## src/rtl/skt_pkg.sv

```systemverilog
// Shared types, constants and codes for the sorted key table.
package skt_pkg;

  localparam int DEPTH  = 256;
  localparam int KEY_W  = 32;
  localparam int ADDR_W = $clog2(DEPTH);
  localparam int CNT_W  = $clog2(DEPTH + 1);

  localparam logic [1:0] STAT_OK        = 2'd0;
  localparam logic [1:0] STAT_NOT_FOUND = 2'd1;
  localparam logic [1:0] STAT_EXISTS    = 2'd2;
  localparam logic [1:0] STAT_FULL      = 2'd3;

  localparam logic ACT_FIND   = 1'b0;
  localparam logic ACT_INSERT = 1'b1;

  typedef struct packed {
    logic             action;
    logic [KEY_W-1:0] key;
  } skt_in_t;

  typedef struct packed {
    logic [1:0]       status;
    logic [CNT_W-1:0] position;
    logic [CNT_W-1:0] count_now;
  } skt_out_t;

  typedef enum logic [2:0] {
    S_IDLE,
    S_PROBE,
    S_COMPARE,
    S_DECIDE,
    S_SHIFT_START,
    S_SHIFT,
    S_WRITE,
    S_RESP
  } skt_state_t;

  // Commands from the controller to the datapath
  typedef struct packed {
    logic load;       // capture input beat, open search window
    logic rd_mid;     // read the midpoint entry
    logic narrow;     // shrink the window after a mismatch
    logic set_found;  // record a match at the midpoint
    logic take_lo;    // record the insertion point
    logic shift_init; // start the shift pointer at the count
    logic shift_rd;   // read the first entry to move
    logic shift_wr;   // move one entry up, prefetch the next
    logic write_key;  // write the key at its place, bump the count
    logic emit;       // load the result register
  } skt_cmd_t;

  // Status from the datapath to the controller
  typedef struct packed {
    logic window_open; // lo < hi
    logic key_eq;      // key equals the entry just read
    logic found;
    logic insert;
    logic full;
    logic shift_any;   // u > pos
    logic shift_more;  // u - 1 > pos
    logic out_free;
  } skt_stat_t;

endpackage

```

## src/rtl/skt_ctrl.sv

```systemverilog
// Sequencer for search, shift and result phases.
module skt_ctrl import skt_pkg::*; (
  input  logic      clk,
  input  logic      rst,
  input  logic      in_valid,
  output logic      in_ready,
  input  skt_stat_t stat,
  output skt_cmd_t  cmd
);

  skt_state_t state, state_next;

  // State register
  always_ff @(posedge clk) begin
    if (rst) begin
      state <= S_IDLE;
    end else begin
      state <= state_next;
    end
  end

  // Next state
  always_comb begin
    state_next = state;
    unique case (state)
      S_IDLE: begin
        if (in_valid) state_next = S_PROBE;
      end
      S_PROBE: begin
        state_next = stat.window_open ? S_COMPARE : S_DECIDE;
      end
      S_COMPARE: begin
        state_next = stat.key_eq ? S_DECIDE : S_PROBE;
      end
      S_DECIDE: begin
        if (stat.insert && !stat.found && !stat.full) state_next = S_SHIFT_START;
        else state_next = S_RESP;
      end
      S_SHIFT_START: begin
        state_next = stat.shift_any ? S_SHIFT : S_WRITE;
      end
      S_SHIFT: begin
        if (!stat.shift_more) state_next = S_WRITE;
      end
      S_WRITE: begin
        state_next = S_RESP;
      end
      S_RESP: begin
        if (stat.out_free) state_next = S_IDLE;
      end
      default: state_next = S_IDLE;
    endcase
  end

  // Commands
  always_comb begin
    cmd      = '0;
    in_ready = 1'b0;
    unique case (state)
      S_IDLE: begin
        in_ready = 1'b1;
        cmd.load = in_valid;
      end
      S_PROBE: begin
        cmd.rd_mid  = stat.window_open;
        cmd.take_lo = !stat.window_open;
      end
      S_COMPARE: begin
        cmd.set_found = stat.key_eq;
        cmd.narrow    = !stat.key_eq;
      end
      S_DECIDE: begin
        cmd.shift_init = stat.insert && !stat.found && !stat.full;
      end
      S_SHIFT_START: begin
        cmd.shift_rd = stat.shift_any;
      end
      S_SHIFT: begin
        cmd.shift_wr = 1'b1;
      end
      S_WRITE: begin
        cmd.write_key = 1'b1;
      end
      S_RESP: begin
        cmd.emit = stat.out_free;
      end
      default: begin
        cmd = '0;
      end
    endcase
  end

endmodule

```

## config.mk

```make
export PLATFORM = sky130hd
export DESIGN_NAME = skt_ctrl
export DESIGN_NICKNAME = d
export VERILOG_FILES = /design/src/rtl/skt_pkg.sv /design/src/rtl/skt_ctrl.sv
export SDC_FILE = /design/constraint.sdc
export NUM_CORES = 1
export LEC_CHECK = 0
export BUFFER_PORTS_ARGS = -buffer_cell sky130_fd_sc_hd__buf_2
export CAP_MARGIN = 30
export CORE_AREA = 4 4 41 43
export DETAILED_ROUTE_END_ITERATION = 6
export DIE_AREA = 0 0 45 47
export GPL_TIMING_DRIVEN = 1
export PLACE_DENSITY = 0.62
export SLEW_MARGIN = 30
export SYNTH_ARGS = -nofsm -noshare
export SYNTH_HDL_FRONTEND = slang
export SYNTH_SLANG_ARGS = --single-unit
```

## constraint.sdc

```tcl
create_clock -name clk -period 3.3 [get_ports clk]
set_input_delay 0.165 -clock clk [delete_from_list [all_inputs] [get_ports clk]]
set_output_delay 0.165 -clock clk [all_outputs]
set_load 0.02 [all_outputs]
```

# [Word-level counts from Yosys, hierarchy flattened]
# Index checks and enable logic that the tools add are counted.
[word_totals] out_inout_bits=11 register_bits=3 wordCells=37
[op_classes] muxes=18 reduce_logical=8 n_eq_ne=10
[op_table] op="$pmux 3 s8" count=1
[op_table] op="$eq 3x3->1 const B" count=4
[op_table] op="$mux 1" count=10
[op_table] op="$mux 3" count=3
[op_table] op="$mux 2" count=4
[op_table] op="$eq 3x2->1 const B" count=2
[op_table] op="$ne 2x2->1 const B" count=3
[op_table] op="$logic_not 1->1" count=4
[op_table] op="$eq 3x1->1 const B" count=1
[op_table] op="$logic_not 3->1" count=1
[op_table] op="$reduce_and 3->1" count=1
[op_table] op="$logic_and 1x1->1" count=2

# [Logic depth before layout (Yosys ltp)]
[logic_depth] word_depth=5 depth_mapped=5 mapped_depth_nobuf=4

# [Least setup slack after synthesis]
# Ideal clock, no wire load.
[synth_path] path_kind="reg2out" start="register state[0]" end="output port cmd[5] (netlist bit)" path_stages_with_launch=3 path_slack_ns=1.806 arrival_ns=1.329 cell_sequence="dfxtp_1 -> buf_4 -> nor4b_1"
[synth_lines] element="from (decl)" line="skt_ctrl.sv:11" source="skt_state_t state, state_next;"
[synth_lines] element="from (signal assigned)" line="skt_ctrl.sv:18" source="state <= state_next;"
[synth_lines] element="to (decl)" line="skt_ctrl.sv:8" source="output skt_cmd_t cmd"

==> results.json <==
{
  "numClockSinks": 3,
  "post_drt_wl_per_cell_um": 10.1,
  "reg.largest.list": "state x3",
  "ys.flop_type": "dfxtp_1",
  "synth_compound_gate_area_share": 0.189,
  "finalCritPeriodShare": 0.504,
  "route.detailed.drc": 0,
  "cts_hold_buf": 0,
  "synth-simple-area-share": 0.533,
  "nNetsFinal": 76,
  "critPathTopFamily": "flip-flops",
  "cpPeakStageDelay_ns": 0.61,
  "power_density_mw_per_mm2": 356,
  "final_common_cell": "buf_2",
  "crit_path_cell_trace": "and2_1 -> and3_1 -> buf_2",
  "reg2reg_depth": 4,
  "first_global_vias": 324,
  "finalHoldViolations": 0,
  "core_area_mm2": 0.00130,
  "via_per_inst": 4.71,
  "p_sw_frac": 0.339,
  "yosys.cell_types.count": 27,
  "skew_ns": 0.000582,
  "gp_congestion": 0.779,
  "largest_register_ffs": 3,
  "antenna_left": 0,
  "fin_util": 0.355,
  "synthArstFlopShare": 0,
  "start_util": 0.260,
  "path_class": "reg -> out",
  "synth_xor_area_frac": 0,
  "tightest_slew_ns": 0.487,
  "grt-ovfl-total": 0,
  "max_freq_mhz": 601,
  "first_pass_iters": 3,
  "synth_nets": 53,
  "sequentialPowerShare": 0.304,
  "antenna_found_initial": 0,
  "r2r_end": "state[1]",
  "synthMuxAreaShare": 0,
  "top_register": "state",
  "critical_path.max_fanout": 16,
  "status": "completed",
  "cts_buffers": 3,
  "post_cts_buffers": 0,
  "die_width_um": 45,
  "cts_max_level": 1,
  "first_iter_violations": 6,
  "synth_edf_count": 0,
  "synthAdderAreaFrac": 0,
  "insertion_delay_ns": 0.23,
  "clk_pin_slew_ns": 0.04,
  "netSwitchingPower_mw": 0.0557,
  "finalWorstSetupSlack_ns": 1.64,
  "crit_buf_inv": 1,
  "power.static_leakage_nw": 0.222,
  "worst_setup_path_end_kind": "output pin",
  "track_usage": 0.0845,
  "regToRegSetupSlack_ns": 1.99,
  "yosysWarnings": 0,
  "syn_avg_cell_area_um2": 8.04,
  "hold_start": "rst",
  "hp-class": "in -> reg",
  "cts_tree": "done",
  "drv_slew": 0,
  "fin_tns_setup_ns": 0,
  "power.internal_mw": 0.109,
  "fp.dieArea_mm2": 0.00212,
  "cts_resized": 0,
  "ys_seq_area_frac": 0.178,
  "fp.dieH_um": 47,
  "ctsLongestPathBuffers": 2,
  "ir_worst_vdd_mv": 0.290,
  "cp-start-kind": "register",
  "finalPower_mw": 0.165,
  "crit_slowest_cell": "dfxtp_1",
  "arrival_ns": 1.50,
  "worstPathRequired_ns": 3.13,
  "grt_pass1_wl_um": 1320,
  "rsz0062_at_grt": "no",
  "maxCapViolCount": 0,
  "hold-path-cell-count": 2,
  "finalSetupViolCount": 0,
  "grt_max_degree": 17,
  "clock_power_share": 0.384,
  "synth_area_um2": 338,
  "area_growth_pct": 36.7,
  "drive_above_1_share": 0.469,
  "vias": 372,
  "antenna_cells": 0,
  "min_period_ns": 1.66,
  "relSlewSlack": 0.675,
  "hold_path_end": "state[0]",
  "portBuffers": 21,
  "place.detailed.hpwl_um": 622,
  "fill_cells": 152,
  "rows": 13,
  "synthTopCellsByArea": "dfxtp_1 18%, nor2_1 6.7%, nor3_4 4.8%",
  "root_buffer": "clkbuf_4",
  "ys_ff_latch": 3,
  "timing.rr.start": "state[2]",
  "synth_top_family_by_area": "simple AND/OR/NAND/NOR gates",
  "synth_top_area_frac": 0.178,
  "ios": 22,
  "synth_top_area_cell": "dfxtp_1",
  "p_comb_frac": 0.312,
  "wirelength_um": 797,
  "synthCells": 42,
  "final_cell_mix": "21 x buf_2, 6 x nor2_1, 3 x o21ai_1, 3 x clkbuf_4, 3 x dfxtp_1",
  "dp_slack_ns": 1.90
}
layout make-up:
class	count	area, um^2	share of cell area
well taps	15	18.8	0.0407
inverters	2	7.51	0.0163
flip-flops and latches	3	60.1	0.130
repair buffers	21	105	0.228
multi-input cells	34	244	0.528
clock buffers	4	26.3	0.0569
logic make-up (layout without fill, tap and decap cells):
family | count (synthesis) | in the layout
AO/OA/AOI/OAI | 9 | 9
buffers and inverters | 5 | 27
AND/OR/NAND/NOR | 25 | 25
flip-flops | 3 | 3
stage by stage:
step / hold slack [ns] / instances / cell area (um^2)
after floorplan: 0.231 / 42 / 338
final: 0.164 / 79 / 462
after global routing: 0.164 / 79 / 462
after CTS: 0.153 / 79 / 462
after global placement: 0.401 / 75 / 435
after detailed placement: 0.398 / 75 / 435
how the worst max path moves through the flow:
stage	startpoint	end	slack, ns	cells after the start
final	state[0]	cmd[0]	1.64	3
after global routing	state[0]	cmd[0]	1.51	3
after CTS	state[0]	cmd[0]	1.63	3
after detailed placement	state[1]	cmd[6]	1.90	3
after global placement	state[1]	cmd[6]	1.89	3
after floorplan	state[0]	cmd[5]	1.81	2
Yosys cell counts (2+ instances only):
master,number
o21ai_1,3
and2_1,2
inv_1,2
nand2b_1,2
nor2_1,6
buf_4,2
a21oi_1,2
dfxtp_1,3
nor3b_1,2
power by group through the flow:
stage	clock network (mW)	logic [mW]	registers, mW
2_1_floorplan	0	0.0437	0.0438
4_1_cts	0.0672	0.0516	0.0501
3_5_place_dp	0	0.0514	0.0508
6_report	0.0632	0.0513	0.0501
5_1_grt	0.0727	0.0565	0.0518
3_3_place_gp	0	0.0518	0.0503
routing by layer:
metal / vias up / global-route usage / routed length, um
met3: 0 / 0.0498 / 80
met1: 162 / 0.100 / 352
met5: - / 0 / 0
met2: 12 / 0.124 / 365
met4: 0 / 0.0351 / 0
li1: 198 / - / -
No activity file was read; power rests on OpenSTA's default activity.
